**config.mk**
```make
export PLATFORM = sky130hd
export DESIGN_NAME = c2dmc_mac
export DESIGN_NICKNAME = d
export VERILOG_FILES = /design/src/design/c2dmc_pkg.sv /design/src/design/c2dmc_mac.sv
export SDC_FILE = /design/constraint.sdc
export NUM_CORES = 1
export LEC_CHECK = 0
export BUFFER_PORTS_ARGS = -buffer_cell sky130_fd_sc_hd__buf_2
export CORE_MARGIN = 2
export CORE_UTILIZATION = 24
export CTS_CLUSTER_SIZE = 30
export DETAILED_ROUTE_END_ITERATION = 7
export PLACE_DENSITY = 0.5
export SLEW_MARGIN = 40
export SYNTH_ARGS = -nofsm -noshare
export SYNTH_HDL_FRONTEND = slang
export SYNTH_SLANG_ARGS = --single-unit
```
**constraint.sdc**
```tcl
create_clock -name clk -period 5.92 [get_ports clk]
set_input_delay 0 -clock clk [delete_from_list [all_inputs] [get_ports clk]]
set_output_delay 0 -clock clk [all_outputs]
set_load 0.01 [all_outputs]
```
**src/design/c2dmc_pkg.sv**
```systemverilog
`timescale 1ns / 1ps
package c2dmc_pkg;

  localparam int DEF_MAX_HEIGHT   = 32;
  localparam int DEF_MAX_WIDTH    = 32;
  localparam int DEF_MAX_CHANNELS = 8;
  localparam int DEF_MAX_FILTERS  = 8;
  localparam int DEF_MAX_KERNEL   = 5;

  localparam int DIM_W      = 9;
  localparam int CNT_W      = 7;
  localparam int KER_W      = 4;
  localparam int STR_W      = 4;
  localparam int STRIDE_MAX = 8;

  localparam int VAL_W       = 16;
  localparam int SUM_W       = 40;
  localparam int IN_TDATA_W  = 40;
  localparam int IN_TUSER_W  = 2;
  localparam int OUT_TDATA_W = 56;
  localparam int CFG_IDX_W   = 3;
  localparam int CFG_DATA_W  = 6;

  localparam logic [IN_TUSER_W-1:0] ACT_LOAD_SAMPLE = 2'd0;
  localparam logic [IN_TUSER_W-1:0] ACT_LOAD_WEIGHT = 2'd1;
  localparam logic [IN_TUSER_W-1:0] ACT_COMPUTE     = 2'd2;

  localparam logic [CFG_IDX_W-1:0] REG_IMAGE_HEIGHT  = 3'd0;
  localparam logic [CFG_IDX_W-1:0] REG_IMAGE_WIDTH   = 3'd1;
  localparam logic [CFG_IDX_W-1:0] REG_CHANNEL_COUNT = 3'd2;
  localparam logic [CFG_IDX_W-1:0] REG_FILTER_COUNT  = 3'd3;
  localparam logic [CFG_IDX_W-1:0] REG_KERNEL_HEIGHT = 3'd4;
  localparam logic [CFG_IDX_W-1:0] REG_KERNEL_WIDTH  = 3'd5;
  localparam logic [CFG_IDX_W-1:0] REG_STRIDE_ROWS   = 3'd6;
  localparam logic [CFG_IDX_W-1:0] REG_STRIDE_COLS   = 3'd7;

  typedef struct packed {
    logic [DIM_W-1:0] ih;
    logic [DIM_W-1:0] iw;
    logic [CNT_W-1:0] nc;
    logic [CNT_W-1:0] nf;
    logic [KER_W-1:0] kh;
    logic [KER_W-1:0] kw;
    logic [STR_W-1:0] sr;
    logic [STR_W-1:0] sc;
  } c2dmc_cfg_t;

  typedef enum logic [2:0] {
    ST_IDLE,
    ST_CHECK,
    ST_RUN,
    ST_DRAIN,
    ST_FIN
  } c2dmc_state_t;

  function automatic logic [DIM_W-1:0] clamp_dim(logic [DIM_W-1:0] v, logic [DIM_W-1:0] hi);
    logic [DIM_W-1:0] res;
    if (v == '0) begin
      res = DIM_W'(1);
    end else if (v > hi) begin
      res = hi;
    end else begin
      res = v;
    end
    return res;
  endfunction

endpackage

```
**src/design/c2dmc_mac.sv**
```systemverilog
`timescale 1ns / 1ps
module c2dmc_mac (
  input  logic                                clk,
  input  logic                                rst_n,
  input  logic                                acc_clr,
  input  logic                                q_v,
  input  logic signed [c2dmc_pkg::VAL_W-1:0]  s_q,
  input  logic signed [c2dmc_pkg::VAL_W-1:0]  w_q,
  output logic signed [c2dmc_pkg::SUM_W-1:0]  acc
);
  import c2dmc_pkg::*;

  logic signed [2*VAL_W-1:0] prod_r;
  logic                      pv_r;
  logic signed [SUM_W-1:0]   acc_r;

  always_ff @(posedge clk) begin
    prod_r <= s_q * w_q;
  end

  always_ff @(posedge clk) begin
    if (!rst_n) begin
      pv_r  <= 1'b0;
      acc_r <= '0;
    end else begin
      pv_r <= q_v;
      if (acc_clr) begin
        acc_r <= '0;
      end else if (pv_r) begin
        acc_r <= acc_r + SUM_W'(prod_r);
      end
    end
  end

  assign acc = acc_r;

endmodule

```
==> flow_metrics.env <==
export IMPL_finalCriticalPeriod_ns=5.51
export IMPL_grt_max_degree=43
export IMPL_synth_area_mm2=0.0141
export IMPL_synth_edf_count=0
export IMPL_crit_slowest_cell="fa_1"
export IMPL_die_area_mm2=0.0605
export IMPL_end_kind="register"
export IMPL_max_stage_delay_ns=0.53
export IMPL_setup_viol=0
export IMPL_overflow=0
export IMPL_postSynthAreaPerCell_um2=9.04
export IMPL_coreArea_mm2=0.0578
export IMPL_grt_pass1_vias=11200
export IMPL_path_clk_slew_ns=0.06
export IMPL_grt_met2_usage_pct=22.4
export IMPL_crit_fanout=16
export IMPL_cts_root_buffer="clkbuf_16"
export IMPL_ys_seq_area_share_pct=10.4
export IMPL_crit_buf_inv=5
export IMPL_whs_ns=0.0959
export IMPL_wirelength_um=37600
export IMPL_drv_slew=0
export IMPL_dpl_cell_area_mm2=0.0154
export IMPL_worstSkewPairLatency_ns=0.35
export IMPL_yosysTopAreaCellShare_pct=37.5
export IMPL_worstPathArrival_ns=5.75
export IMPL_die_h_um=246
export IMPL_rsz0062_at_grt="false"
export IMPL_die_w_um=246
export IMPL_yosys_warnings=0
export IMPL_std_cell_rows=88
export IMPL_dr_pass1_iters=5
export IMPL_worstMarginPinSlew_ns=0.757
export IMPL_final_area_mm2=0.0158
export IMPL_diodes=0
export IMPL_vias_per_cell=4.41
export IMPL_syn_instance_count=1554
export IMPL_path_class="in2reg"
export IMPL_gp_congestion=0.853
export IMPL_grt_util_all_layers_pct=12.7
export IMPL_nNetsFinal=2043
export IMPL_worstPathRequired_ns=6.16
export IMPL_numCtsBuffers=9
export IMPL_max_cap_viol_count=0
export IMPL_via_count=10500
export IMPL_synth_nets=1974
export IMPL_hold_path_class="in2reg"
export IMPL_cts_sinks=73
export IMPL_port_buffers=75
export IMPL_netlist_top_cells_count="inv_1, fa_1, nand2_1, and2_1, ha_1"
export IMPL_max_freq_mhz=182
export IMPL_synth_area_leaders="fa_1, ha_1, dfxtp_1"
export IMPL_path_cells="buf_2 -> nand2_1 -> fa_1 -> fa_1 -> fa_1 -> inv_1 -> fa_1 -> fa_1 -> inv_1 -> fa_1 -> inv_1 -> ha_1 -> buf_4 -> and4_1 -> a221o_1 -> a22o_1 -> nand2b_1 -> a21oi_2 -> o21bai_1 -> o311ai_1"
export IMPL_drc=0
export IMPL_tritoncts="built"
export IMPL_drive_above_1_share_pct=8.85
export IMPL_synth_largest_area_cell="fa_1"
export IMPL_grtUsageMet1_pct=16.9
export IMPL_clockBufferDepth=2
export IMPL_initial_core_util_pct=24.3
export IMPL_synth_cell_types=70
export IMPL_final_util_pct=27.3
export IMPL_antenna_found_initial=0
export IMPL_crit_family="adder cells"
export IMPL_critPathMostFrequentCell="fa_1"
export IMPL_ys_async_sr_fraction_pct=0
export IMPL_slew_headroom_pct=49.4
export IMPL_grt_busiest_layer="met2"
export IMPL_status="finished, final reports clean"
export IMPL_synth_seq_cells=73
export IMPL_hold_violations=0
export IMPL_met3_usage_pct=1.45
export IMPL_setup_tns_ns=0
export IMPL_startpoint_type="primary input"
export IMPL_drt_iter0_markers=445
export IMPL_area_delta_synth_final_pct=12.1
export IMPL_detail_route_antenna_nets=0
export IMPL_ys_flop_type="dfxtp_1"
export IMPL_period_share_pct=93.0
export IMPL_num_io_pins=76
export IMPL_yosysMostFrequentCell="inv_1"
export IMPL_cts_setup_buffers=0
export IMPL_h_tree_depth=3
export IMPL_dpl_hpwl_um=32100
export IMPL_clock_skew_ns=0.00886
export IMPL_grt_pass1_wl_um=60600
export IMPL_wl_per_cell_um=15.7
==> path summary, 6_finish.rpt <==
check                from         end  slack [ns]  depth (start not counted)
setup / recovery  s_q[10]  prod_r[23]        0.41                         20
hold / removal    acc_clr     acc[39]         0.1                          4
setup reg to reg   acc[0]     acc[24]        3.00                         12
hold reg to reg   acc[39]     acc[39]        0.47                          2
==> repair_timing <==
item,4_1_cts,5_1_grt
gates resized for setup,0,0
hold buffers,2,0
endpoints found under the hold margin,1,0
setup endpoints to repair,0,0
==> cell type report <==
| cell class | instances | area, µm² |
|---|---|---|
| Clock buffer | 13 | 240 |
| Clock inverter | 3 | 65.1 |
| Fill cell | 6186 | 42000 |
| Inverter | 292 | 1100 |
| Multi-Input combinational cell | 1138 | 11300 |
| Sequential cell | 73 | 1460 |
| Tap cell | 765 | 957 |
| Timing Repair Buffer | 109 | 636 |
==> metal layers <==
metal | wire [µm] | share of wire [%] | up-vias
li1 | - | - | 5010
met1 | 17100 | 46 | 5323
met2 | 18800 | 50 | 183
met3 | 1220 | 3.2 | 28
met4 | 487 | 1.3 | 0
met5 | 0 | 0 | -
==> metrics by stage <==
step           setup slack (ns)  cells
2_1_floorplan             0.321   1554
3_3_place_gp             0.0290   2375
3_5_place_dp             0.0183   2375
4_1_cts                   0.372   2393
5_1_grt                  0.0887   2393
6_report                  0.415   2393
==> worst min-delay path, cell delays in order <==
cell and delay, ns:
buf_2 0.08, nor2b_1 0.15, nand2_1 0.12, o31ai_1 0.05
==> state kept, by name, summed over array words and instances (netlist names) <==
| register | count |
|---|---|
| acc | 40 |
| prod_r | 32 |
| pv_r | 1 |
==> placed cells by master (no fill, tap or decap), types with 3 or more instances in the layout <==
| cell | Yosys | routed |
|---|---|---|
| inv_1 | 292 | 292 |
| fa_1 | 263 | 263 |
| nand2_1 | 152 | 152 |
| and2_1 | 133 | 133 |
| ha_1 | 121 | 121 |
| nor2_1 | 82 | 82 |
| buf_2 | 1 | 75 |
| dfxtp_1 | 73 | 72 |
| a21oi_1 | 52 | 52 |
| xnor2_1 | 48 | 48 |
| a21o_1 | 34 | 34 |
| o21ai_0 | 33 | 33 |
| buf_4 | 0 | 32 |
| mux2i_1 | 22 | 22 |
| xor2_1 | 19 | 19 |
| nand2b_1 | 14 | 14 |
| nor2b_1 | 13 | 13 |
| nor3_1 | 12 | 12 |
| nand3_1 | 12 | 12 |
| a31oi_1 | 11 | 11 |
| nand4_1 | 10 | 10 |
| a211oi_1 | 9 | 9 |
| clkbuf_16 | 0 | 9 |
| and3_1 | 7 | 7 |
| o211ai_1 | 7 | 7 |
| o21a_1 | 7 | 7 |
| o21ai_1 | 7 | 7 |
| o21bai_1 | 5 | 5 |
| or3_1 | 5 | 5 |
| a21oi_2 | 4 | 4 |
| clkbuf_1 | 47 | 4 |
| a221o_1 | 3 | 3 |
| a211o_1 | 3 | 3 |
| o22ai_1 | 3 | 3 |
| a311oi_1 | 3 | 3 |
==> logic make-up after synthesis <==
| kind of cell | count (synthesis) | synth area share [%] |
|---|---|---|
| xor gates and xnor gates | 67 | 4.18 |
| muxes | 22 | 1.57 |
| DFF | 73 | 10.4 |
| adders and majority gates | 384 | 48.2 |
| buffers and inverters | 343 | 9.18 |
| AOI/OAI and AO/OA | 207 | 10.0 |
| and+or+nand+nor | 458 | 16.4 |
Power is left out: the tool's default activity adds up to more than one toggle a clock period on the data nets, which glitch-free logic cannot reach.
