===== config.mk =====
export PLATFORM = sky130hd
export DESIGN_NAME = c2dmc_cfg
export DESIGN_NICKNAME = d
export VERILOG_FILES = /design/src/design/c2dmc_pkg.sv /design/src/design/c2dmc_cfg.sv
export SDC_FILE = /design/constraint.sdc
export NUM_CORES = 1
export LEC_CHECK = 0
export BUFFER_PORTS_ARGS = -buffer_cell sky130_fd_sc_hd__buf_2
export CAP_MARGIN = 20
export CORE_AREA = 2 2 66 68
export DETAILED_ROUTE_END_ITERATION = 10
export DIE_AREA = 0 0 68 70
export PLACE_DENSITY = 0.71
export SLEW_MARGIN = 20
export SYNTH_ARGS = -nofsm -noshare
export SYNTH_HDL_FRONTEND = slang
export SYNTH_SLANG_ARGS = --single-unit
export TNS_END_PERCENT = 10

===== constraint.sdc =====
create_clock -name clk -period 1.1 [get_ports clk]
set_input_delay 0.22 -clock clk [delete_from_list [all_inputs] [get_ports clk]]
set_output_delay 0.22 -clock clk [all_outputs]
set_load 0.005 [all_outputs]

===== src/design/c2dmc_pkg.sv =====
`timescale 1ns / 1ps
package c2dmc_pkg;

  localparam int DEF_MAX_HEIGHT   = 32;
  localparam int DEF_MAX_WIDTH    = 32;
  localparam int DEF_MAX_CHANNELS = 8;
  localparam int DEF_MAX_FILTERS  = 8;
  localparam int DEF_MAX_KERNEL   = 5;

  localparam int DIM_W      = 9;
  localparam int CNT_W      = 7;
  localparam int KER_W      = 4;
  localparam int STR_W      = 4;
  localparam int STRIDE_MAX = 8;

  localparam int VAL_W       = 16;
  localparam int SUM_W       = 40;
  localparam int IN_TDATA_W  = 40;
  localparam int IN_TUSER_W  = 2;
  localparam int OUT_TDATA_W = 56;
  localparam int CFG_IDX_W   = 3;
  localparam int CFG_DATA_W  = 6;

  localparam logic [IN_TUSER_W-1:0] ACT_LOAD_SAMPLE = 2'd0;
  localparam logic [IN_TUSER_W-1:0] ACT_LOAD_WEIGHT = 2'd1;
  localparam logic [IN_TUSER_W-1:0] ACT_COMPUTE     = 2'd2;

  localparam logic [CFG_IDX_W-1:0] REG_IMAGE_HEIGHT  = 3'd0;
  localparam logic [CFG_IDX_W-1:0] REG_IMAGE_WIDTH   = 3'd1;
  localparam logic [CFG_IDX_W-1:0] REG_CHANNEL_COUNT = 3'd2;
  localparam logic [CFG_IDX_W-1:0] REG_FILTER_COUNT  = 3'd3;
  localparam logic [CFG_IDX_W-1:0] REG_KERNEL_HEIGHT = 3'd4;
  localparam logic [CFG_IDX_W-1:0] REG_KERNEL_WIDTH  = 3'd5;
  localparam logic [CFG_IDX_W-1:0] REG_STRIDE_ROWS   = 3'd6;
  localparam logic [CFG_IDX_W-1:0] REG_STRIDE_COLS   = 3'd7;

  typedef struct packed {
    logic [DIM_W-1:0] ih;
    logic [DIM_W-1:0] iw;
    logic [CNT_W-1:0] nc;
    logic [CNT_W-1:0] nf;
    logic [KER_W-1:0] kh;
    logic [KER_W-1:0] kw;
    logic [STR_W-1:0] sr;
    logic [STR_W-1:0] sc;
  } c2dmc_cfg_t;

  typedef enum logic [2:0] {
    ST_IDLE,
    ST_CHECK,
    ST_RUN,
    ST_DRAIN,
    ST_FIN
  } c2dmc_state_t;

  function automatic logic [DIM_W-1:0] clamp_dim(logic [DIM_W-1:0] v, logic [DIM_W-1:0] hi);
    logic [DIM_W-1:0] res;
    if (v == '0) begin
      res = DIM_W'(1);
    end else if (v > hi) begin
      res = hi;
    end else begin
      res = v;
    end
    return res;
  endfunction

endpackage


===== src/design/c2dmc_cfg.sv =====
`timescale 1ns / 1ps
module c2dmc_cfg #(
  parameter int MAX_HEIGHT   = c2dmc_pkg::DEF_MAX_HEIGHT,
  parameter int MAX_WIDTH    = c2dmc_pkg::DEF_MAX_WIDTH,
  parameter int MAX_CHANNELS = c2dmc_pkg::DEF_MAX_CHANNELS,
  parameter int MAX_FILTERS  = c2dmc_pkg::DEF_MAX_FILTERS,
  parameter int MAX_KERNEL   = c2dmc_pkg::DEF_MAX_KERNEL
) (
  input  logic                             clk,
  input  logic                             rst_n,
  input  logic                             cfg_valid,
  output logic                             cfg_ready,
  input  logic [c2dmc_pkg::CFG_IDX_W-1:0]  cfg_index,
  input  logic [c2dmc_pkg::CFG_DATA_W-1:0] cfg_data,
  output c2dmc_pkg::c2dmc_cfg_t            cfg
);
  import c2dmc_pkg::*;

  logic [5:0] ih_r;
  logic [5:0] iw_r;
  logic [3:0] nc_r;
  logic [3:0] nf_r;
  logic [2:0] kh_r;
  logic [2:0] kw_r;
  logic [3:0] sr_r;
  logic [3:0] sc_r;

  assign cfg_ready = 1'b1;

  always_ff @(posedge clk) begin
    if (!rst_n) begin
      ih_r <= 6'd32;
      iw_r <= 6'd32;
      nc_r <= 4'd1;
      nf_r <= 4'd1;
      kh_r <= 3'd3;
      kw_r <= 3'd3;
      sr_r <= 4'd1;
      sc_r <= 4'd1;
    end else if (cfg_valid && cfg_ready) begin
      unique case (cfg_index)
        REG_IMAGE_HEIGHT:  ih_r <= cfg_data[5:0];
        REG_IMAGE_WIDTH:   iw_r <= cfg_data[5:0];
        REG_CHANNEL_COUNT: nc_r <= cfg_data[3:0];
        REG_FILTER_COUNT:  nf_r <= cfg_data[3:0];
        REG_KERNEL_HEIGHT: kh_r <= cfg_data[2:0];
        REG_KERNEL_WIDTH:  kw_r <= cfg_data[2:0];
        REG_STRIDE_ROWS:   sr_r <= cfg_data[3:0];
        REG_STRIDE_COLS:   sc_r <= cfg_data[3:0];
        default: ;
      endcase
    end
  end

  // saturate each register into its usable range
  always_comb begin
    cfg.ih = clamp_dim(DIM_W'(ih_r), DIM_W'(MAX_HEIGHT));
    cfg.iw = clamp_dim(DIM_W'(iw_r), DIM_W'(MAX_WIDTH));
    cfg.nc = CNT_W'(clamp_dim(DIM_W'(nc_r), DIM_W'(MAX_CHANNELS)));
    cfg.nf = CNT_W'(clamp_dim(DIM_W'(nf_r), DIM_W'(MAX_FILTERS)));
    cfg.kh = KER_W'(clamp_dim(DIM_W'(kh_r), DIM_W'(MAX_KERNEL)));
    cfg.kw = KER_W'(clamp_dim(DIM_W'(kw_r), DIM_W'(MAX_KERNEL)));
    cfg.sr = STR_W'(clamp_dim(DIM_W'(sr_r), DIM_W'(STRIDE_MAX)));
    cfg.sc = STR_W'(clamp_dim(DIM_W'(sc_r), DIM_W'(STRIDE_MAX)));
  end

endmodule


==> impl_metrics.ini, run 1 <==
[detailed_routing]
drt_first_pass_iters = 4
post_drt_wl_per_cell_um = 11.3
final_antenna_net_count = 0
drt_iter0_markers = 36
drc_errors = 0
vias = 1332
viasPerCell = 4.56
drt_wl_total_um = 3310

[synthesis]
ys_ff_latch = 34
synth_cell_types = 22
yosysWarnings = 0
syn_area_per_cell_um2 = 9.18
synth_xor_area_share_pct = 0
netlist.area_leader.share_pct = 39.2
synth_simple_gate_area_share_pct = 25.1
synth_top_family_by_area = simple AND/OR/NAND/NOR gates
synth_area_leaders = dfxtp_1, mux2i_1, nor2b_1, buf_4, nand2_1
synthAdderAreaFrac_pct = 0
synth_cells = 189
synthesis.area_mm2 = 0.00173
yosysSeqAreaShare_pct = 39.2
muxShareOfSynthArea_pct = 19.6
synth_compound_area_share_pct = 3.75
synth_top_cell_by_area = dfxtp_1

[clocking]
clkLatencyLatePin_ns = 0.28
cts_max_path_buffers = 2
numCtsBuffers = 5
cts_setup_buffers = 0
h-tree-depth = 2
cts_root_buffer = clkbuf_8
cts.sinks = 34
cts_tree = done
clkSlewWorstSetupHoldPaths_ns = 0.07

[placement]
gp_congestion = 0.747
placed_cells = 285
place_area_mm2 = 0.00204
hpwl_um = 2480
port_buffers = 45

[setup_path]
critPathCaptureType = output pin
cp_slowest_stage_delay_ns = 0.53
cp.required_ns = 0.88
r2r_start = iw_r[3]$_SDFFE_PN0P_
worstSetupStartpointType = register
crit_type = reg -> out
worstPathArrival_ns = 1.35
r2r_slack_ns = 0.42
path_max_fanout = 2
crit_path_cell_trace = or4_1 > a21oi_2 > buf_2
crit_slowest_cell = or4_1
startpoint = ih_r[3]$_SDFFE_PN0P_

[final_layout]
num-fill-cells = 399
area_growth_pct = 26.4
final_core_util_pct = 52.9
fin_nets = 252
drive_above_1_share_pct = 45.4
final_common_cell = buf_2
seqCellArea_um2 = 713
final_cells = 292
diodes = 0
multi_input_area_um2 = 936
design_area_mm2 = 0.00219
most-common-layout-cells = buf_2, mux2i_1, nor2b_1, nand2_1, dfxtp_2

[job]
maxCapViolations = 0

[power]
powerDensity_mw_per_mm2 = 1080
ir_drop_mv = 0.861
leakagePower_nw = 1.06

[floorplan]
die_h_um = 70
core_mm2 = 0.00414
start_util_pct = 41.8
rows = 24
die_w_um = 68
dieArea_mm2 = 0.00476
ioPinCount = 61

[outcome]
violations = setup timing
status = finished with violations

[sta]
slew_violations = 0
finClkSkew_ns = 0
rsz0062_at_grt = true
hold_viol_final = 0
setup_tns_ns = -2.06
setup_slack_ns = -0.473
fmax_mhz = 636
layout_min_cycle_time_ns = 1.57
timing.final.crit_share_pct = 143
setup_violations = 16

[global_route]
grt_max_degree = 14
grt_overflow = 0
grt_pass1_vias = 1237
grt_usage_pct = 14.8
antenna_found_initial = 0
grt_pass1_wl_um = 5350

[hold_path]
hold_start = cfg_data[5]
hold_path_class = in -> reg
[registers in the layout, summed over array words and instances (netlist names)]
signal,flops
sc_r,4
kw_r,3
nc_r,4
ih_r,6
sr_r,4
kh_r,3
iw_r,6
nf_r,4
[report_power, final]
group | internal [mW] | total (mW) | switching, mW
Combinational | 0.125 | 0.249 | 0.123
Sequential | 1.26 | 1.28 | 0.0225
Clock | 0.424 | 0.845 | 0.421
[worst max-delay path: cells and delay by family (launching register included)]
family | cells | cell delay [ns]
buffers and inverters | 1 | 0.11
AO/OA/AOI/OAI | 1 | 0.12
flip-flops | 1 | 0.31
AND/OR/NAND/NOR | 1 | 0.53
[cell families (layout without fill, tap and decap cells)]
| family | after synthesis | after routing |
|---|---|---|
| AO/OA/AOI/OAI | 8 | 8 |
| flip-flops | 34 | 34 |
| buffers and inverters | 35 | 73 |
| other | 2 | 15 |
| multiplexers | 34 | 34 |
| AND/OR/NAND/NOR | 76 | 76 |
[synthesized netlist by cell type, drive strengths merged]
cell type and n:
a21oi 2, mux2i 34, nor4bb 1, o21ba 4
nand4 1, nor2b 33, dfxtp 34, conb 2
buf 21, nor4b 1, or4 2, nand4bb 1
and4bb 1, o21bai 2, nand4b 3, clkbuf 12
nor2 4, inv 2, nand2 29
[metal layers]
layer / wire length (µm) / share of wire (%) / up-vias / track usage, %
met3: 187 / 5.7 / 7 / 3.54
met4: 56 / 1.7 / 0 / 6.67
met1: 1540 / 46 / 601 / 18.5
met5: 0 / 0 / - / 0
met2: 1530 / 46 / 41 / 23.7
li1: - / - / 683 / -
[area by class of cell]
class / count / area share, %
Timing Repair Buffer: 64 / 17.9
Inverter: 2 / 0.342
Tap cell: 52 / 2.97
Sequential cell: 34 / 32.5
Multi-Input combinational cell: 133 / 42.7
Clock inverter: 2 / 0.457
Clock buffer: 5 / 3.14
[path summary, 6_finish.rpt]
path / endpoint / cells past startpoint
hold reg to reg: nc_r[1]$_SDFFE_PN0P_ / 2
hold / removal: iw_r[5]$_SDFFE_PN1P_ / 3
setup / recovery: cfg[39] / 3
setup reg to reg: iw_r[3]$_SDFFE_PN0P_ / 3
[per-stage QoR]
step | power, mW | setup slack, ns | hold WS [ns]
after floorplan | 1.49 | -0.0739 | 0.382
after global placement | 1.55 | -0.173 | 0.448
after detailed placement | 1.55 | -0.179 | 0.456
after CTS | 2.40 | -0.493 | 0.201
after global routing | 2.50 | -0.521 | 0.224
final | 2.38 | -0.473 | 0.203
[repair_timing]
item                       in CTS  in global routing
pin swaps                       2                  0
hold endpoints to repair        0                  0
setup endpoints to repair      25                 27
resized for setup              17                 18
cloned                          0                  0
hold buffers                    0                  0
Power figures use the tool's default switching activity.
==> run 2: changes to the inputs <==
==> constraint.sdc (replaced) <==
create_clock -name clk -period 1.1 [get_ports clk]
set_input_delay 0.22 -clock clk [delete_from_list [all_inputs] [get_ports clk]]
set_output_delay 0.22 -clock clk [all_outputs]
set_load 0.1 [all_outputs]
==> run 2 against run 1 <==
The run still ends with setup timing left. First-iteration DRC count down 22%. Sequential share of layout area shrank 8.2 points. Setup slack worse by 0.14 ns. Via count grew 7.9%. Die area did not move. Count of clock-buffer cells in the layout is 2 higher. Critical path type unchanged. Critical endpoint is now cfg[30]. Largest cell class unchanged. Highest routed layer unchanged.
==> impl_metrics.ini, run 2 (synthesized netlist as in run 1, its figures left out) <==
[outcome]
status = finished with violations
violations = setup timing

[detailed_routing]
viasPerCell = 4.84
drt_iter0_markers = 28
drc_errors = 0
final_antenna_net_count = 0
drt_first_pass_iters = 4
drt_wl_total_um = 4030
vias = 1437
post_drt_wl_per_cell_um = 13.6

[setup_path]
worstPathArrival_ns = 1.49
critPathCaptureType = output pin
crit_type = reg -> out
cp.required_ns = 0.88
path_max_fanout = 2
worstSetupStartpointType = register

[final_layout]
drive_above_1_share_pct = 54.3
diodes = 0
fin_nets = 256
largest_registers = ih_r: 6 flops, iw_r: 6 flops
area_growth_pct = 72.3
most-common-layout-cells = buf_12, mux2i_1, nand2_1, dfxtp_2, nor2b_4
final_common_cell = buf_12

[floorplan]
ioPinCount = 61
die_h_um = 70
start_util_pct = 41.8
rows = 24
dieArea_mm2 = 0.00476
core_mm2 = 0.00414
die_w_um = 68

[sta]
timing.final.crit_share_pct = 156
setup_slack_ns = -0.611
rsz0062_at_grt = true
fmax_mhz = 584
setup_violations = 31
slew_violations = 0
hold_viol_final = 0
layout_min_cycle_time_ns = 1.71
finClkSkew_ns = 0
setup_tns_ns = -5.47

[clocking]
cts_max_path_buffers = 2
h-tree-depth = 2
numCtsBuffers = 5
postCtsHoldBufs = 0
cts_tree = done
clkSlewWorstSetupHoldPaths_ns = 0.07
clkLatencyLatePin_ns = 0.28
cts.sinks = 34
cts_root_buffer = clkbuf_8

[placement]
port_buffers = 45
gp_congestion = 0.783
hpwl_um = 2890

[power]
leakagePower_nw = 1.29
powerDensity_mw_per_mm2 = 1050
ir_drop_mv = 0.841
power_mw = 3.14

[job]
maxCapViolations = 0

[global_route]
antenna_found_initial = 0
grt_pass1_vias = 1523
grt_max_degree = 16
grt_usage_pct = 19.4
grt_overflow = 0
grt_pass1_wl_um = 7070

[hold_path]
hold_path_class = in -> reg
## run 2: stage by stage
| stage | utilization (%) | instance area (µm²) | hold WS (ns) | cells | worst slack [ns] |
|---|---|---|---|---|---|
| 5_1_grt | 72.1 | 2990 | 0.212 | 297 | -0.666 |
| 3_5_place_dp | 65.6 | 2720 | 0.451 | 289 | -0.302 |
| 4_1_cts | 71.3 | 2950 | 0.214 | 297 | -0.619 |
| 6_report | 72.1 | 2990 | 0.206 | 297 | -0.611 |
| 2_1_floorplan | - | 1890 | 0.382 | 202 | -0.530 |
| 3_3_place_gp | 65.6 | 2720 | 0.446 | 289 | -0.291 |
## run 2: worst paths after layout
kind | start | end | slack, ns | depth (start not counted)
min | cfg_data[4] | iw_r[4]$_SDFFE_PN0P_ | 0.21 | 3
min reg2reg | ih_r[0]$_SDFFE_PN0P_ | ih_r[0]$_SDFFE_PN0P_ | 0.46 | 2
max | iw_r[1]$_SDFFE_PN0P_ | cfg[30] | -0.61 | 3
max reg2reg | ih_r[5]$_SDFFE_PN1P_ | ih_r[5]$_SDFFE_PN1P_ | 0.33 | 3
## run 2: area by class of cell
cell class | count | area (µm²)
flip-flops and latches | 34 | 726
clock inverters | 1 | 30.0
multi-input cells | 133 | 1110
clock buffers | 7 | 76.3
fillers | 275 | 1160
well taps | 52 | 65.1
inverters | 2 | 7.51
repair buffers | 68 | 977
## run 2: repair_timing
| item | 4_1_cts | 5_1_grt |
|---|---|---|
| pin swaps | 1 | 0 |
| endpoints found under the setup margin | 34 | 34 |
| gates resized for setup | 43 | 11 |
| buffers inserted | 0 | 0 |
| endpoints found under the hold margin | 0 | 0 |
## run 2: per-layer routing
layer,routed length (µm),vias up,global-route usage (%)
met5,0,-,0
met4,81,0,8.67
met3,187,6,4.83
met2,2090,44,30.2
met1,1670,690,25.0
li1,-,697,-
## run 2: worst max-delay path, stage by stage (launching register included)
cell	delay, ns
dfxtp_2	0.32
or4_4	0.54
a21oi_4	0.16
buf_12	0.19
## run 2: power breakdown
part / leakage, nW / total, mW / switching [mW] / internal (mW)
Combinational: 0.950 / 0.757 / 0.531 / 0.226
Clock: 0.0524 / 1.10 / 0.424 / 0.678
Sequential: 0.285 / 1.28 / 0.0285 / 1.25
