## src/design/c2dmc_pkg.sv

```systemverilog
`timescale 1ns / 1ps
package c2dmc_pkg;

  localparam int DEF_MAX_HEIGHT   = 32;
  localparam int DEF_MAX_WIDTH    = 32;
  localparam int DEF_MAX_CHANNELS = 8;
  localparam int DEF_MAX_FILTERS  = 8;
  localparam int DEF_MAX_KERNEL   = 5;

  localparam int DIM_W      = 9;
  localparam int CNT_W      = 7;
  localparam int KER_W      = 4;
  localparam int STR_W      = 4;
  localparam int STRIDE_MAX = 8;

  localparam int VAL_W       = 16;
  localparam int SUM_W       = 40;
  localparam int IN_TDATA_W  = 40;
  localparam int IN_TUSER_W  = 2;
  localparam int OUT_TDATA_W = 56;
  localparam int CFG_IDX_W   = 3;
  localparam int CFG_DATA_W  = 6;

  localparam logic [IN_TUSER_W-1:0] ACT_LOAD_SAMPLE = 2'd0;
  localparam logic [IN_TUSER_W-1:0] ACT_LOAD_WEIGHT = 2'd1;
  localparam logic [IN_TUSER_W-1:0] ACT_COMPUTE     = 2'd2;

  localparam logic [CFG_IDX_W-1:0] REG_IMAGE_HEIGHT  = 3'd0;
  localparam logic [CFG_IDX_W-1:0] REG_IMAGE_WIDTH   = 3'd1;
  localparam logic [CFG_IDX_W-1:0] REG_CHANNEL_COUNT = 3'd2;
  localparam logic [CFG_IDX_W-1:0] REG_FILTER_COUNT  = 3'd3;
  localparam logic [CFG_IDX_W-1:0] REG_KERNEL_HEIGHT = 3'd4;
  localparam logic [CFG_IDX_W-1:0] REG_KERNEL_WIDTH  = 3'd5;
  localparam logic [CFG_IDX_W-1:0] REG_STRIDE_ROWS   = 3'd6;
  localparam logic [CFG_IDX_W-1:0] REG_STRIDE_COLS   = 3'd7;

  typedef struct packed {
    logic [DIM_W-1:0] ih;
    logic [DIM_W-1:0] iw;
    logic [CNT_W-1:0] nc;
    logic [CNT_W-1:0] nf;
    logic [KER_W-1:0] kh;
    logic [KER_W-1:0] kw;
    logic [STR_W-1:0] sr;
    logic [STR_W-1:0] sc;
  } c2dmc_cfg_t;

  typedef enum logic [2:0] {
    ST_IDLE,
    ST_CHECK,
    ST_RUN,
    ST_DRAIN,
    ST_FIN
  } c2dmc_state_t;

  function automatic logic [DIM_W-1:0] clamp_dim(logic [DIM_W-1:0] v, logic [DIM_W-1:0] hi);
    logic [DIM_W-1:0] res;
    if (v == '0) begin
      res = DIM_W'(1);
    end else if (v > hi) begin
      res = hi;
    end else begin
      res = v;
    end
    return res;
  endfunction

endpackage

```

## src/design/c2dmc_seq.sv

```systemverilog
`timescale 1ns / 1ps
module c2dmc_seq #(
  parameter int MAX_HEIGHT   = c2dmc_pkg::DEF_MAX_HEIGHT,
  parameter int MAX_WIDTH    = c2dmc_pkg::DEF_MAX_WIDTH,
  parameter int MAX_CHANNELS = c2dmc_pkg::DEF_MAX_CHANNELS,
  parameter int MAX_FILTERS  = c2dmc_pkg::DEF_MAX_FILTERS,
  parameter int MAX_KERNEL   = c2dmc_pkg::DEF_MAX_KERNEL,
  parameter int SADDR_W      = 13,
  parameter int WADDR_W      = 11
) (
  input  logic                             clk,
  input  logic                             rst_n,
  input  c2dmc_pkg::c2dmc_cfg_t            cfg,
  input  logic                             in_tvalid,
  output logic                             in_tready,
  input  logic [c2dmc_pkg::IN_TUSER_W-1:0] in_action,
  input  logic [4:0]                       in_row,
  input  logic [4:0]                       in_col,
  input  logic [2:0]                       in_channel,
  input  logic [2:0]                       in_filter,
  input  logic [2:0]                       in_tap_row,
  input  logic [2:0]                       in_tap_col,
  output logic                             s_we,
  output logic [SADDR_W-1:0]               s_waddr,
  output logic                             w_we,
  output logic [WADDR_W-1:0]               w_waddr,
  output logic                             rd_en,
  output logic [SADDR_W-1:0]               s_raddr,
  output logic [WADDR_W-1:0]               w_raddr,
  output logic                             acc_clr,
  input  logic                             out_free,
  output logic                             fin,
  output logic                             bad,
  output logic [4:0]                       req_row,
  output logic [4:0]                       req_col,
  output logic [2:0]                       req_flt
);
  import c2dmc_pkg::*;

  localparam int CH_W = (MAX_CHANNELS > 1) ? $clog2(MAX_CHANNELS) : 1;
  localparam int KI_W = (MAX_KERNEL > 1) ? $clog2(MAX_KERNEL) : 1;

  c2dmc_state_t     state_r, state_nxt;
  logic [4:0]       row_r, row_nxt;
  logic [4:0]       col_r, col_nxt;
  logic [2:0]       flt_r, flt_nxt;
  logic [DIM_W-1:0] y0_r, y0_nxt;
  logic [DIM_W-1:0] x0_r, x0_nxt;
  logic [CH_W-1:0]  c_r, c_nxt;
  logic [KI_W-1:0]  a_r, a_nxt;
  logic [KI_W-1:0]  b_r, b_nxt;
  logic             dcnt_r, dcnt_nxt;
  logic             bad_r, bad_nxt;

  logic             accept;
  logic [DIM_W-1:0] y0_c;
  logic [DIM_W-1:0] x0_c;
  logic             bad_c;
  logic             b_last;
  logic             a_last;
  logic             c_last;

  assign accept = in_tvalid && in_tready;

  assign s_waddr = SADDR_W'((SADDR_W'(in_channel) * SADDR_W'(MAX_HEIGHT) + SADDR_W'(in_row))
                   * SADDR_W'(MAX_WIDTH) + SADDR_W'(in_col));
  assign w_waddr = WADDR_W'(((WADDR_W'(in_filter) * WADDR_W'(MAX_CHANNELS)
                   + WADDR_W'(in_channel)) * WADDR_W'(MAX_KERNEL) + WADDR_W'(in_tap_row))
                   * WADDR_W'(MAX_KERNEL) + WADDR_W'(in_tap_col));

  assign s_raddr = SADDR_W'((SADDR_W'(c_r) * SADDR_W'(MAX_HEIGHT) + SADDR_W'(y0_r)
                   + SADDR_W'(a_r)) * SADDR_W'(MAX_WIDTH) + SADDR_W'(x0_r) + SADDR_W'(b_r));
  assign w_raddr = WADDR_W'(((WADDR_W'(flt_r) * WADDR_W'(MAX_CHANNELS) + WADDR_W'(c_r))
                   * WADDR_W'(MAX_KERNEL) + WADDR_W'(a_r)) * WADDR_W'(MAX_KERNEL)
                   + WADDR_W'(b_r));

  // a position is valid when the whole kernel window lies inside the map and the filter is below the configured count
  assign y0_c  = DIM_W'(row_r) * DIM_W'(cfg.sr);
  assign x0_c  = DIM_W'(col_r) * DIM_W'(cfg.sc);
  assign bad_c = ((DIM_W+1)'(y0_c) + (DIM_W+1)'(cfg.kh) > (DIM_W+1)'(cfg.ih))
              || ((DIM_W+1)'(x0_c) + (DIM_W+1)'(cfg.kw) > (DIM_W+1)'(cfg.iw))
              || (CNT_W'(flt_r) >= cfg.nf);

  assign b_last = (KER_W'(b_r) == cfg.kw - KER_W'(1));
  assign a_last = (KER_W'(a_r) == cfg.kh - KER_W'(1));
  assign c_last = (CNT_W'(c_r) == cfg.nc - CNT_W'(1));

  assign req_row = row_r;
  assign req_col = col_r;
  assign req_flt = flt_r;
  assign bad     = bad_r;

  always_ff @(posedge clk) begin
    if (!rst_n) begin
      state_r <= ST_IDLE;
    end else begin
      state_r <= state_nxt;
    end
  end

  always_ff @(posedge clk) begin
    row_r  <= row_nxt;
    col_r  <= col_nxt;
    flt_r  <= flt_nxt;
    y0_r   <= y0_nxt;
    x0_r   <= x0_nxt;
    c_r    <= c_nxt;
    a_r    <= a_nxt;
    b_r    <= b_nxt;
    dcnt_r <= dcnt_nxt;
    bad_r  <= bad_nxt;
  end

  always_comb begin
    state_nxt = state_r;
    row_nxt   = row_r;
    col_nxt   = col_r;
    flt_nxt   = flt_r;
    y0_nxt    = y0_r;
    x0_nxt    = x0_r;
    c_nxt     = c_r;
    a_nxt     = a_r;
    b_nxt     = b_r;
    dcnt_nxt  = dcnt_r;
    bad_nxt   = bad_r;
    in_tready = 1'b0;
    s_we      = 1'b0;
    w_we      = 1'b0;
    rd_en     = 1'b0;
    acc_clr   = 1'b0;
    fin       = 1'b0;
    unique case (state_r)
      ST_IDLE: begin
        in_tready = 1'b1;
        if (accept) begin
          unique case (in_action)
            ACT_LOAD_SAMPLE: begin
              s_we = (32'(in_row) < MAX_HEIGHT) && (32'(in_col) < MAX_WIDTH)
                  && (32'(in_channel) < MAX_CHANNELS);
            end
            ACT_LOAD_WEIGHT: begin
              w_we = (32'(in_filter) < MAX_FILTERS) && (32'(in_channel) < MAX_CHANNELS)
                  && (32'(in_tap_row) < MAX_KERNEL) && (32'(in_tap_col) < MAX_KERNEL);
            end
            ACT_COMPUTE: begin
              row_nxt   = in_row;
              col_nxt   = in_col;
              flt_nxt   = in_filter;
              state_nxt = ST_CHECK;
            end
            default: ;
          endcase
        end
      end
      ST_CHECK: begin
        acc_clr   = 1'b1;
        y0_nxt    = y0_c;
        x0_nxt    = x0_c;
        c_nxt     = '0;
        a_nxt     = '0;
        b_nxt     = '0;
        bad_nxt   = bad_c;
        state_nxt = bad_c ? ST_FIN : ST_RUN;
      end
      ST_RUN: begin
        rd_en = 1'b1;
        if (!b_last) begin
          b_nxt = b_r + KI_W'(1);
        end else begin
          b_nxt = '0;
          if (!a_last) begin
            a_nxt = a_r + KI_W'(1);
          end else begin
            a_nxt = '0;
            if (!c_last) begin
              c_nxt = c_r + CH_W'(1);
            end else begin
              dcnt_nxt  = 1'b0;
              state_nxt = ST_DRAIN;
            end
          end
        end
      end
      ST_DRAIN: begin
        dcnt_nxt = 1'b1;
        if (dcnt_r) begin
          state_nxt = ST_FIN;
        end
      end
      ST_FIN: begin
        if (out_free) begin
          fin       = 1'b1;
          state_nxt = ST_IDLE;
        end
      end
      default: state_nxt = ST_IDLE;
    endcase
  end

endmodule

```

## config.mk

```make
export PLATFORM = sky130hd
export DESIGN_NAME = c2dmc_seq
export DESIGN_NICKNAME = d
export VERILOG_FILES = /design/src/design/c2dmc_pkg.sv /design/src/design/c2dmc_seq.sv
export SDC_FILE = /design/constraint.sdc
export NUM_CORES = 1
export LEC_CHECK = 0
export CORE_ASPECT_RATIO = 0.9
export CORE_MARGIN = 3
export CORE_UTILIZATION = 58
export DETAILED_ROUTE_END_ITERATION = 8
export DONT_BUFFER_PORTS = 1
export PLACE_DENSITY = 0.74
export SETUP_SLACK_MARGIN = 0.02
export SYNTH_ARGS = -nofsm -noshare
export SYNTH_HDL_FRONTEND = slang
export SYNTH_SLANG_ARGS = --single-unit
```

## constraint.sdc

```tcl
create_clock -name clk -period 5.31 [get_ports clk]
set_input_delay 0.531 -clock clk [delete_from_list [all_inputs] [get_ports clk]]
set_output_delay 0.531 -clock clk [all_outputs]
set_load 0.03 [all_outputs]
```

==> results of run 1 <==
-- worst paths after layout --
check,end,slack (ps),cells past startpoint
setup / recovery,w_raddr[10],280,17
hold / removal,req_flt[1],330,0
setup reg to reg,bad,290,18
hold reg to reg,state_r[0],660,3
-- Yosys cell counts (3+ instances only) --
cell                        number
sky130_fd_sc_hd__ha_1          161
sky130_fd_sc_hd__inv_1          80
sky130_fd_sc_hd__xnor2_1        52
sky130_fd_sc_hd__edfxtp_1       41
sky130_fd_sc_hd__nor2_1         37
sky130_fd_sc_hd__and2_1         35
sky130_fd_sc_hd__a21oi_1        32
sky130_fd_sc_hd__nand2_1        29
sky130_fd_sc_hd__xor2_1         25
sky130_fd_sc_hd__fa_1           20
sky130_fd_sc_hd__o21ai_0        20
sky130_fd_sc_hd__a21o_1         16
sky130_fd_sc_hd__nor2b_1        16
sky130_fd_sc_hd__nand3_1        14
sky130_fd_sc_hd__buf_4          13
sky130_fd_sc_hd__nor3_1         12
sky130_fd_sc_hd__nand2b_1       10
sky130_fd_sc_hd__and3_1          6
sky130_fd_sc_hd__nor3b_1         6
sky130_fd_sc_hd__o21a_1          6
sky130_fd_sc_hd__o21bai_1        6
sky130_fd_sc_hd__or3_1           4
sky130_fd_sc_hd__a21oi_2         3
sky130_fd_sc_hd__and3b_1         3
sky130_fd_sc_hd__clkbuf_1        3
sky130_fd_sc_hd__dfxtp_1         3
sky130_fd_sc_hd__nand4_1         3
sky130_fd_sc_hd__o2111ai_1       3
-- stage by stage --
stage	instances	setup WS (ps)	cell area, um2
floorplan	708	454.0	6663
global placement	857	503.7	6848
detailed placement	857	342.5	6848
CTS	864	105.2	7033
global route	869	32.33	7086
finish	869	283.2	7086
-- metal layers --
metal	GRT usage	vias to the layer above	wire length, um
met3	0.05307	27	861
met5	0	-	27
met1	0.2874	2341	6360
met2	0.3988	143	6933
met4	0.07113	4	319
li1	-	2509	-
-- critical path: stages (launching register included) --
cell and delay (ps):
sky130_fd_sc_hd__edfxtp_1 510, sky130_fd_sc_hd__ha_1 330, sky130_fd_sc_hd__ha_1 290, sky130_fd_sc_hd__ha_1 350, sky130_fd_sc_hd__a21o_1 200, sky130_fd_sc_hd__a21oi_1 210, sky130_fd_sc_hd__o21bai_1 90, sky130_fd_sc_hd__a21oi_1 180
sky130_fd_sc_hd__xnor2_1 190, sky130_fd_sc_hd__ha_1 280, sky130_fd_sc_hd__ha_1 290, sky130_fd_sc_hd__ha_1 350, sky130_fd_sc_hd__o21a_1 200, sky130_fd_sc_hd__o21ai_0 160, sky130_fd_sc_hd__o21bai_1 110, sky130_fd_sc_hd__xnor2_1 170
sky130_fd_sc_hd__xnor2_1 130, sky130_fd_sc_hd__buf_4 170
-- timing repair --
| action | in CTS | in global routing |
|---|---|---|
| gates resized for setup | 0 | 4 |
| setup endpoints to repair | 0 | 1 |
| setup buffers | 0 | 5 |
-- power by group --
group / leakage, nW / switching [W] / total, W / internal [W]
combinational: 2.97 / 0.000966 / 0.00154 / 0.000575
sequential: 0.403 / 0.0000190 / 0.000420 / 0.000401
clock: 0.0899 / 0.000131 / 0.000398 / 0.000267
total: 3.46 / 0.00112 / 0.00236 / 0.00124
-- area by class of cell --
| class | instances | area share |
|---|---|---|
| multi-input combinational | 568 | 0.7033 |
| sequential | 44 | 0.1822 |
| inverter | 80 | 0.04238 |
| tap | 152 | 0.02684 |
| timing repair buffer | 18 | 0.01907 |
| clock buffer | 5 | 0.01766 |
| clock inverter | 2 | 0.008476 |
-- sequential cells by signal (all words and copies together) (netlist names) --
name and count:
bad 1, y0_r 8, a_r 3, b_r 3, x0_r 9, req_flt 3, req_col 5, c_r 3
dcnt_r 1, req_row 5, state_r 3
-- layout by cell type (no fill, tap or decap), types with 25 or more instances in the layout --
| cell | n |
|---|---|
| sky130_fd_sc_hd__ha_1 | 161 |
| sky130_fd_sc_hd__inv_1 | 80 |
| sky130_fd_sc_hd__xnor2_1 | 52 |
| sky130_fd_sc_hd__edfxtp_1 | 41 |
| sky130_fd_sc_hd__nor2_1 | 37 |
| sky130_fd_sc_hd__and2_1 | 35 |
| sky130_fd_sc_hd__a21oi_1 | 31 |
| sky130_fd_sc_hd__nand2_1 | 29 |
| sky130_fd_sc_hd__xor2_1 | 25 |
-- logic make-up (layout without fill, tap and decap cells) --
logic type,Yosys count,in the layout,share of synthesized area
and+or+nand+nor,188,188,0.1525
adders and majority gates,181,181,0.3624
AOI/OAI and AO/OA,121,121,0.1264
buffers and inverters,96,105,0.06141
xor gates and xnor gates,77,77,0.1012
DFF,44,44,0.1938
muxes,1,1,0.002253
==> results.md, run 1 <==
- The beginning of the critical path is c_r[1].
- For this run, design rule violations remaining after detail routing come to 0.
- The count of buffers added on input and output ports is 0.
- The repair_antennas step left the layout with diodes totalling 0.
- The number of antenna violations at the first check in global routing is 2.
- The HPWL after detailed placement is 12,590 um.
- Dividing the final minimum period by the clock period gives 0.9467.
- The startpoint type of the worst setup path is a register.
- Dividing the detail-routed wire length by the instance count gives 16.69 um.
- For this run, asynchronously set or reset flops after synthesis account for 0.
- The net count of the finished layout is 974.
- At the worst endpoint, the arrival time is 4500 ps.
- In the final layout, the share of cells above drive strength 1 is 0.05858.
- The largest area contributor in the synthesized netlist is sky130_fd_sc_hd__ha_1.
- The sequential cell area is 1291 um2.
- For this run the aggregate overflow at the end of global routing stands at 0.
- The mean instance size in the synthesized netlist is 9.411 um2.
- The first global-routing pass estimated 23,990 um of wire.
- Entering global routing, the biggest net connects 21 pins.
- The height of the die is 107.7 um.
- The via count of the first global-routing pass came to 5,178.
- The min-delay analysis places its worst path in the category input port to register.
- The region available for standard cell placement spans 11,040 um2.
- The clock network latency to the later pin of the worst-skew pair is 290 ps.
- At the end of routability-driven placement, the weighted congestion stood at 0.8631.
- The I/O pin total is 144.
- The flow ran to the end, and the final reports show no timing, DRC or antenna violations.
- On the final layout, the worst hold slack is 330.7 ps.
- The starting utilization of the core area is 0.6037.
- The final-report hold violation count came to 0.
- Measured along the x axis, the die boundary spans 119.0 um.
- Yosys mapped a number of flops with a built-in enable equal to 41.
- The number of fill cells is 915.
- Synthesis inferred 44 register bits.
- Of the synthesized area, sequential elements account for 0.1938.
- Yosys mapped the design onto 65 distinct sky130hd cell types.
- The highest clock frequency the design can meet is 0.1989 GHz.
- The maximum ir drop on the vdd rail is 0.0006153 V.
- The maximum level of the CTS H-tree is 2.
- The CTS tree is done.
- The source of the worst hold timing path is in_filter[1].
- Along the worst path, the maximum fanout reaches 5.
- Data on the critical path is required at its endpoint by 4780 ps.
- Synthesis handed over a netlist of 708 instances.
- After floorplanning, the core was divided into 36 placement rows.
- In the final layout, the multi-input gates occupy 4984 um2.
- For this run, the leading register cell type out of synthesis is sky130_fd_sc_hd__edfxtp_1.
- The mapped netlist covers 6663 um2.
- The total clock sinks is 44.
- The floorplan step defined a die boundary enclosing 12,810 um2.
- Counting I/O delays and the setup requirement, the final critical path takes 5027 ps.
- The number of buffers inserted during clock tree synthesis is 5.
- For this design, the CTS-stage hold fixing added 0 buffers.
- The routed wire length is 14,500 um.
- The pre-antenna-repair detailed-routing pass consisted of 5 iterations.
- In this run the deepest clock path goes through 2 buffers.
- The number of vias after detailed routing is 5,024.
- Once detail routing completed, the nets flagged for antenna violations numbered 0.
- After routing, the total negative slack on setup checks comes to 0 ps.
- During synthesis, Yosys emitted a total of 0 warnings.
- Synthesis produced a netlist with a net count of 965.
- Setup repair after global routing left no endpoint under its margin.
- The global routing usage summed across all routing layers is 0.2307.
- The leakage dissipation is 3.459 nW.
- Dividing the detail-routed via count by the number of cells gives 5.781.
- The normalized max-slew margin is 0.2568.
- The total power consumption of the routed design is 0.002359 W.
- Of the post-synthesis cell area, the dominant cell type holds 0.3023.
- The number of endpoints failing setup at the final stage is 0.
- The worst register-to-register path begins at req_row[1].
- The critical path class is register to output pin.
- For the pin with the worst max-slew slack, the measured transition is 1106 ps.
- Max-cap violations in this run came to 0.
- Compared with the post-synthesis result, the final layout area differs by 6.347%.
- For the final database, setup skew stands at 5.066 ps.
- The clock input transition at the sequential cells of the worst setup and hold paths is 60 ps.
- In this run, the number of DRC markers left after iteration 0 of detailed routing was 248.
- For this run, the share of the core covered by cells in the final layout is 0.6421.
- The total power divided by cell area is 332.9 nW/um2.
- The max-slew violation total from the final report was 0.
- After synthesis, the cell types taking the most area are sky130_fd_sc_hd__ha_1 (30%), sky130_fd_sc_hd__edfxtp_1 (18%), sky130_fd_sc_hd__xnor2_1 (6.8%), sky130_fd_sc_hd__fa_1 (6.0%), sky130_fd_sc_hd__inv_1 (4.5%).
- The worst setup path is captured at an output pin.
- The clock tree root driver cell is sky130_fd_sc_hd__clkbuf_16.
Power figures use the tool's default switching activity.
==> run 2, diff against run 1 <==
--- a/config.mk
+++ b/config.mk
@@ -7,10 +7,10 @@
 export LEC_CHECK = 0
 export CORE_ASPECT_RATIO = 0.9
 export CORE_MARGIN = 3
-export CORE_UTILIZATION = 58
+export CORE_UTILIZATION = 45
 export DETAILED_ROUTE_END_ITERATION = 8
 export DONT_BUFFER_PORTS = 1
-export PLACE_DENSITY = 0.74
+export PLACE_DENSITY = 0.6
 export SETUP_SLACK_MARGIN = 0.02
 export SYNTH_ARGS = -nofsm -noshare
 export SYNTH_HDL_FRONTEND = slang
==> results.md, run 2 (synthesized netlist as in run 1, its figures left out) <==
- The fraction of power consumed by sequential logic is 0.181.
- The synthesis-to-finish area growth is 7.793%.
- The count of TritonRoute iterations in the first routing pass is 4.
- The post-cts hold buffer count is 0.
- The I/O pin total is 144.
- In this run the core area contains 41 standard-cell rows.
- From bottom edge to top edge, the die measures 121.4 um.
- In this run the worst path has a maximum fanout of 4.
- The path type of the worst min-delay path is input port to register.
- The top cell types in the final layout, fill and taps aside, are sky130_fd_sc_hd__ha_1 (161), sky130_fd_sc_hd__inv_1 (80), sky130_fd_sc_hd__xnor2_1 (52).
- The count of nets left with antenna violations once routing finished came out at 0.
- After floorplanning, the core was sized to cover 14,260 um2.
- The cell family contributing the most delay on the critical path is adder cells.
- The clock network latency to the later pin of the worst-skew pair is 290 ps.
- The clock period minus final worst setup slack is 5065 ps.
- Setup repair after global routing could not meet its margin everywhere.
- The routed wire length is 14,800 um.
- In the final design database the tool counted 982 nets.
- The number of buffers inserted during clock tree synthesis is 5.
- The clock input transition at the sequential cells of the worst setup and hold paths is 70 ps.
- The share of total power dissipated in the clock network is 0.158.
- For this run, the top clock speed supported by timing is 0.1974 GHz.
- After detailed routing, the number of vias per cell comes to 5.423.
- The chip width is 134.3 um.
- The via count of the first global-routing pass was 5,139.
- The max-slew violation total from the final report came to 0.
- The number of inserted diodes is 0.
- The most numerous cell on the critical path is sky130_fd_sc_hd__ha_1.
- The maximum ir drop on the vdd rail is 0.0004895 V.
- Across the run, the number of max-cap violations was 0.
- The library cell used most frequently in the layout, excluding fill and tap cells, is sky130_fd_sc_hd__ha_1.
- The register with the highest flop count is x0_r.
- The number of DRC violations after detailed-routing iteration 0 is 202.
- The final routed DRC violation total is 0.
- The global routing usage summed across all routing layers is 0.1858.
- For this design the ratio of total power to cell area is 321.2 nW/um2.
- The slowest stage of the critical path belongs to the cell sky130_fd_sc_hd__edfxtp_1.
- In this run the tool buffered the top-level ports with 0 buffer cells.
- The register with the most flip-flops in the layout has 9 of them.
- After global routing the overflow that remains totals 0.
- The required time of the critical path is 4780 ps.
- The final-report hold violation count was 0.
- The sum of net half-perimeters after detailed placement is 12,940 um.
- The share of final-layout standard cells stronger than drive strength 1 is 0.06887.
- The number of buffers and inverters on the critical path is 1.
- The fraction of the core area covered by cells at the end of the flow is 0.5036.
- In this run the deepest clock path goes through 2 buffers.
- The floorplan step defined a die boundary enclosing 16,300 um2.
- The clock skew after layout is 6.317 ps.
- The internal cell power is 0.001200 W.
- STA puts the critical path data arrival time at 4530 ps.
- The maximum level of the CTS H-tree is 2.
- The critical path class is register to output pin.
- The final cycle utilization of the critical path is 0.9538.
- The switching part of the total is 0.4797.
- Entering global routing, the biggest net connects 21 pins.
- The flow ran to the end, and the final reports show no timing, DRC or antenna violations.
- The signal on the critical path passes through ha_1, ha_1, ha_1, a21o_1, a21oi_1, nor2b_1, o21a_1, o41a_1, ha_1, ha_1, ha_1, nor3_1, a21boi_1, o21bai_1, xnor2_1, xnor2_1, buf_4.
- At the pin with the least slew margin, the transition time is 962.6 ps.
- The accumulated negative setup slack is 0 ps.
- In the final layout, the registers with the most flip-flops are x0_r x9, y0_r x8.
- The worst setup path is launched from a register.
- The total clock sinks is 44.
- The normalized max-slew margin is 0.3576.
- For this design the total switching power over the nets is 0.001107 W.
- The global placement routability congestion is 0.8273.
- For this configuration, the core starts out at a cell density of 0.4672.
- The CTS tree is done.
- The endpoint type of the worst setup path is an output pin.
- The number of antenna violations at the first check in global routing came to 0.
- Setup violations remaining at the end of the flow were counted as 0.
- The global-route wire length before repair is 24,690 um.
- The detailed-route wire length per cell is 16.10 um.
- Summed over all cells, the static leakage comes to 3.486 nW.
- The share of total power dissipated in combinational logic is 0.660.
- On the worst path, the slowest cell contributes a delay of 440 ps.
- The clock tree root driver cell is sky130_fd_sc_hd__clkbuf_16.
- Detailed routing inserted a total of 4,984 vias.
## run 2: cell types whose count changed in the layout (fill, tap and decap cells not counted)
cell                         previous run  this run
sky130_fd_sc_hd__xor2_2                 0         1
sky130_fd_sc_hd__nor3_1                11        12
sky130_fd_sc_hd__clkinvlp_4             0         1
sky130_fd_sc_hd__buf_4                 18        26
sky130_fd_sc_hd__nor3_2                 1         0
sky130_fd_sc_hd__xor2_1                25        24
sky130_fd_sc_hd__a21oi_2                4         3
sky130_fd_sc_hd__bufinv_16              2         1
sky130_fd_sc_hd__inv_6                  0         1
sky130_fd_sc_hd__a21oi_1               31        32
## run 2: path summary, 6_finish.rpt
path / startpoint / end / slack (ps) / depth (start not counted)
max: c_r[0] / w_raddr[10] / 250 / 17
min: in_col[4] / req_col[4] / 330 / 0
max reg2reg: req_row[1] / bad / 280 / 18
min reg2reg: dcnt_r / state_r[0] / 640 / 3
## run 2: per-layer routing
layer,global-route usage,part of all wire
met3,0.04104,0.058
met4,0.03562,0.011
met2,0.3172,0.47
met5,0,0
met1,0.2439,0.46
## run 2: power by group through the flow
stage / combinational, W / sequential, W / clock (W)
3_5_place_dp: 0.00152 / 0.000427 / 0
2_1_floorplan: 0.00124 / 0.000423 / 0
6_report: 0.00152 / 0.000418 / 0.000366
5_1_grt: 0.00169 / 0.000420 / 0.000391
3_3_place_gp: 0.00149 / 0.000426 / 0
4_1_cts: 0.00153 / 0.000419 / 0.000375
## run 2: worst register-to-register path, stage by stage, from the launching register on
cell                        delay, ps
sky130_fd_sc_hd__edfxtp_1         580
sky130_fd_sc_hd__and2_1           270
sky130_fd_sc_hd__fa_1             530
sky130_fd_sc_hd__inv_1             50
sky130_fd_sc_hd__fa_1             520
sky130_fd_sc_hd__inv_1             40
sky130_fd_sc_hd__ha_1             340
sky130_fd_sc_hd__nor2b_4          150
sky130_fd_sc_hd__o31a_1           280
sky130_fd_sc_hd__a21oi_2          270
sky130_fd_sc_hd__o2111ai_2        200
sky130_fd_sc_hd__xnor2_1          220
sky130_fd_sc_hd__ha_1             280
sky130_fd_sc_hd__a21o_1           160
sky130_fd_sc_hd__a21oi_1          180
sky130_fd_sc_hd__o2111ai_1        170
sky130_fd_sc_hd__a21oi_1          200
sky130_fd_sc_hd__o211ai_2         120
sky130_fd_sc_hd__or2_1            210
## run 2: per-stage QoR
step           total power, W  setup WS [ps]  hold WS, ps  instances  area, um2
6_report             0.002307          245.1        331.0        919       7182
5_1_grt              0.002504          17.64        319.8        919       7182
4_1_cts              0.002327          79.04        322.9        909       7093
3_5_place_dp         0.001949          316.6        616.5        901       6922
3_3_place_gp         0.001921          359.9        601.5        901       6922
2_1_floorplan        0.001663          454.0        542.5        708       6663
## run 2: layout make-up
type,instances,area (um2)
fill,1375,7079
multi-input combinational,568,4982
sequential,44,1291
inverter,80,300.3
tap,193,241.5
timing repair buffer,26,195.2
clock buffer,5,125.1
clock inverter,3,46.29
## run 2: repair_timing
action,in CTS,in global routing
hold endpoints to repair,0,0
endpoints found under the setup margin,0,2
setup buffers,0,10
resized for setup,0,3
==> run 3, diff against run 2 <==
--- a/config.mk
+++ b/config.mk
@@ -5,12 +5,13 @@
 export SDC_FILE = /design/constraint.sdc
 export NUM_CORES = 1
 export LEC_CHECK = 0
+export ABC_AREA = 1
 export CORE_ASPECT_RATIO = 0.9
 export CORE_MARGIN = 3
 export CORE_UTILIZATION = 45
 export DETAILED_ROUTE_END_ITERATION = 8
 export DONT_BUFFER_PORTS = 1
-export PLACE_DENSITY = 0.6
+export PLACE_DENSITY = 0.59
 export SETUP_SLACK_MARGIN = 0.02
 export SYNTH_ARGS = -nofsm -noshare
 export SYNTH_HDL_FRONTEND = slang
==> results.md, run 3 <==
- The run finished with clean final reports.
- The most used routing layer in global routing is met2.
- The critical path class is register to output pin.
- Counting flops with an async set or reset pin after synthesis yields a share of 0.
- The number of nets with antenna violations after detailed routing is 0.
- The via count of the first global-routing pass is 5,043.
- Counting flops with a built-in enable in the synthesized netlist gives 41.
- The largest registers in the layout are x0_r x9, y0_r x8.
- The buffer levels on the longest clock path is 2.
- The sequential cell area fraction in the yosys report is 0.1839.
- The required time of the critical path is 4780 ps.
- The maximum level of the CTS H-tree is 2.
- The sum of net half-perimeters after detailed placement is 12,710 um.
- The register with the most flip-flops in the layout has 9 of them.
- The I/O pin total is 144.
- The die is 124.5 um tall.
- Timing would allow up to 0.2043 GHz.
- The clock period minus final worst setup slack is 4894 ps.
- Ranked by flip-flop count, first place goes to x0_r.
- The placeable core area is 14,980 um2.
- The repair_antennas step left the layout with diodes totalling 0.
- The met3 usage in global routing is 0.04685.
- The max-slew violation total from the final report is 0.
- The final net count is 1,154.
- After synthesis, the most frequently instantiated cells are sky130_fd_sc_hd__inv_1 (184), sky130_fd_sc_hd__nand2_1 (169), sky130_fd_sc_hd__ha_1 (161).
- The sequential cell area is 1291 um2.
- Routability-driven placement finished with a final weighted congestion of 0.8490.
- The detailed-route wire length per cell is 13.18 um.
- The clock network latency to the later pin of the worst-skew pair is 300 ps.
- The global-route wire length before repair is 23,410 um.
- The maximum fanout along the worst path is 4.
- The transition time at the pin with the least slew margin is 807.6 ps.
- Setup repair after global routing left no endpoint under its margin.
- For this run, design rule violations remaining after detail routing come to 0.
- The final-report hold violation count is 0.
- TritonCTS built the clock tree.
- On the final layout, the worst clock skew is 7.407 ps.
- Leaving out fill and tap cells, the most frequent cells in the layout are sky130_fd_sc_hd__inv_1 (184), sky130_fd_sc_hd__nand2_1 (169), sky130_fd_sc_hd__ha_1 (161).
- The clock tree root driver cell is sky130_fd_sc_hd__clkbuf_16.
- In this run, distinct cell masters in the synthesized netlist total 41.
- The number of antenna violations at the first check in global routing is 2.
- Compared with the post-synthesis result, the final layout area differs by 6.629%.
- Counting flops and latches in the post-synthesis netlist gives 44.
- The arrival time of data at the critical path endpoint is 4360 ps.
- Summed over all failing endpoints, the final setup total negative slack is 0 ps.
- The share of the synthesized area in the top cell type is 0.2869.
- The number of buffers inserted during clock tree synthesis is 5.
- The startpoint type of the worst setup path is a register.
- The number of endpoints failing setup at the final stage is 0.
- Synthesis produced a netlist with a net count of 1,141.
- In the post-synthesis netlist, the biggest area contributors are sky130_fd_sc_hd__ha_1 (29%), sky130_fd_sc_hd__edfxtp_1 (18%), sky130_fd_sc_hd__inv_1 (9.8%), sky130_fd_sc_hd__nand2_1 (9.0%), sky130_fd_sc_hd__fa_1 (5.7%).
- The mapped netlist covers 7022 um2.
- The count of synthesis-stage warnings from yosys is 0.
- Among all cell types in the netlist, the one instantiated most often is sky130_fd_sc_hd__inv_1.
- The number of DRC violations after detailed-routing iteration 0 is 247.
- The path type of the worst min-delay path is input port to register.
- The global routing usage summed across all routing layers is 0.1704.
- The residual overflow from global routing is 0.
- The share of final-layout standard cells stronger than drive strength 1 is 0.06347.
- The total number of placement rows is 42.
- The average via count per standard cell is 4.857.
- The number of vias after detailed routing is 5,323.
- The pre-antenna-repair detailed-routing pass consisted of 4 iterations.
- In the synthesized netlist, the number of instances is 884.
- The final cycle utilization of the critical path is 0.9216.
- Max-cap violations in this run came to 0.
- Summed over all instances, the cell type with the most area after synthesis is sky130_fd_sc_hd__ha_1.
- For this configuration, the core starts out at a cell density of 0.4688.
- A synthesized cell averages 7.943 um2.
- The total clock sinks is 44.
- The normalized max-slew margin is 0.4577.
- The most common cell after layout, fill and taps aside is sky130_fd_sc_hd__inv_1.
- Summing all multi-input logic gate instances after layout gives 4921 um2.
- After clock tree synthesis, the clock-pin slew on the worst setup and hold paths is 70 ps.
- The maximum number of pins on one net before global-route repair is 21.
- The number of fill cells is 1,520.
- The chip width is 137.7 um.
- The dominant synthesized flop cell is sky130_fd_sc_hd__edfxtp_1.
- STA classifies the critical path endpoint as an output pin.
- The routed wire length is 14,440 um.
- The die covers 17,140 um2.
- For this run, global-route usage on met1 was measured as 0.2286.
- The met2 demand-to-capacity share in global routing is 0.2738.
- Input and output buffers added on the ports amount to 0.
[run 3: cell types whose count changed in the layout (fill, tap and decap cells not counted), sizes merged, moves of 17 or more]
cell	previous run	this run
a21oi	35	55
and2	35	1
inv	81	188
nand2	29	179
nand3	14	40
nor2b	17	0
[run 3: final timing paths]
check,startpoint,end,slack (ps),cells past startpoint
hold / removal,in_col[4],req_col[4],320,0
hold reg to reg,state_r[1],state_r[1],560,2
setup reg to reg,req_row[0],state_r[1],590,20
setup / recovery,req_flt[0],w_raddr[9],420,20
[run 3: cells by family after synthesis]
group / after synthesis / share of synthesized area
XOR/XNOR: 75 / 0.09462
flip-flops: 44 / 0.1839
buffers and inverters: 202 / 0.1160
adder cells (fa/ha/maj): 181 / 0.3439
AND/OR/NAND/NOR: 294 / 0.1907
AO/OA/AOI/OAI: 88 / 0.07092
[run 3: critical path, stage by stage (launching register included)]
cell and delay [ps]:
sky130_fd_sc_hd__edfxtp_1 460, sky130_fd_sc_hd__ha_1 330, sky130_fd_sc_hd__ha_1 290, sky130_fd_sc_hd__ha_1 350, sky130_fd_sc_hd__a21oi_1 160, sky130_fd_sc_hd__nand2_1 110
sky130_fd_sc_hd__xnor2_1 160, sky130_fd_sc_hd__inv_1 80, sky130_fd_sc_hd__ha_1 290, sky130_fd_sc_hd__ha_1 290, sky130_fd_sc_hd__ha_1 350, sky130_fd_sc_hd__a21oi_1 140
sky130_fd_sc_hd__nand2_1 90, sky130_fd_sc_hd__nand2_1 70, sky130_fd_sc_hd__nand2_1 50, sky130_fd_sc_hd__a21oi_1 200, sky130_fd_sc_hd__inv_1 60, sky130_fd_sc_hd__a21oi_1 130
sky130_fd_sc_hd__o21ai_0 110, sky130_fd_sc_hd__xor2_1 150, sky130_fd_sc_hd__buf_4 180
[run 3: stage by stage]
step / hold slack (ps) / instances / worst slack [ps] / utilization / cell area, um2
final: 321.0 / 1096 / 416.1 / 0.4999 / 7487
after floorplan: 517.3 / 884 / 630.9 / - / 7022
after global routing: 303.0 / 1096 / 55.88 / 0.4999 / 7487
after CTS: 307.9 / 1090 / 215.9 / 0.4969 / 7442
after detailed placement: 557.3 / 1082 / 554.9 / 0.4855 / 7271
after global placement: 561.6 / 1082 / 581.3 / 0.4855 / 7271
[run 3: routing by layer]
layer  up-vias  wire length (um)
met3         9               995
met5         -                40
met2       109              6471
met4         4                97
met1      2325              6838
li1       2876                 -
[run 3: area by class of cell]
class,count,area share
timing repair buffer,20,0.02005
sequential,44,0.1725
multi-input combinational,638,0.6573
clock inverter,3,0.006183
clock buffer,5,0.01671
inverter,188,0.09425
tap,198,0.03309
[run 3: what timing repair did]
item | CTS | global route
hold buffers | 0 | 0
endpoints found under the hold margin | 0 | 0
endpoints found under the setup margin | 0 | 2
gates resized for setup | 0 | 1
buffers inserted | 0 | 6
Power of run 3 is left out: the tool's default activity adds up to more than one toggle a clock period on the data nets, which glitch-free logic cannot reach.
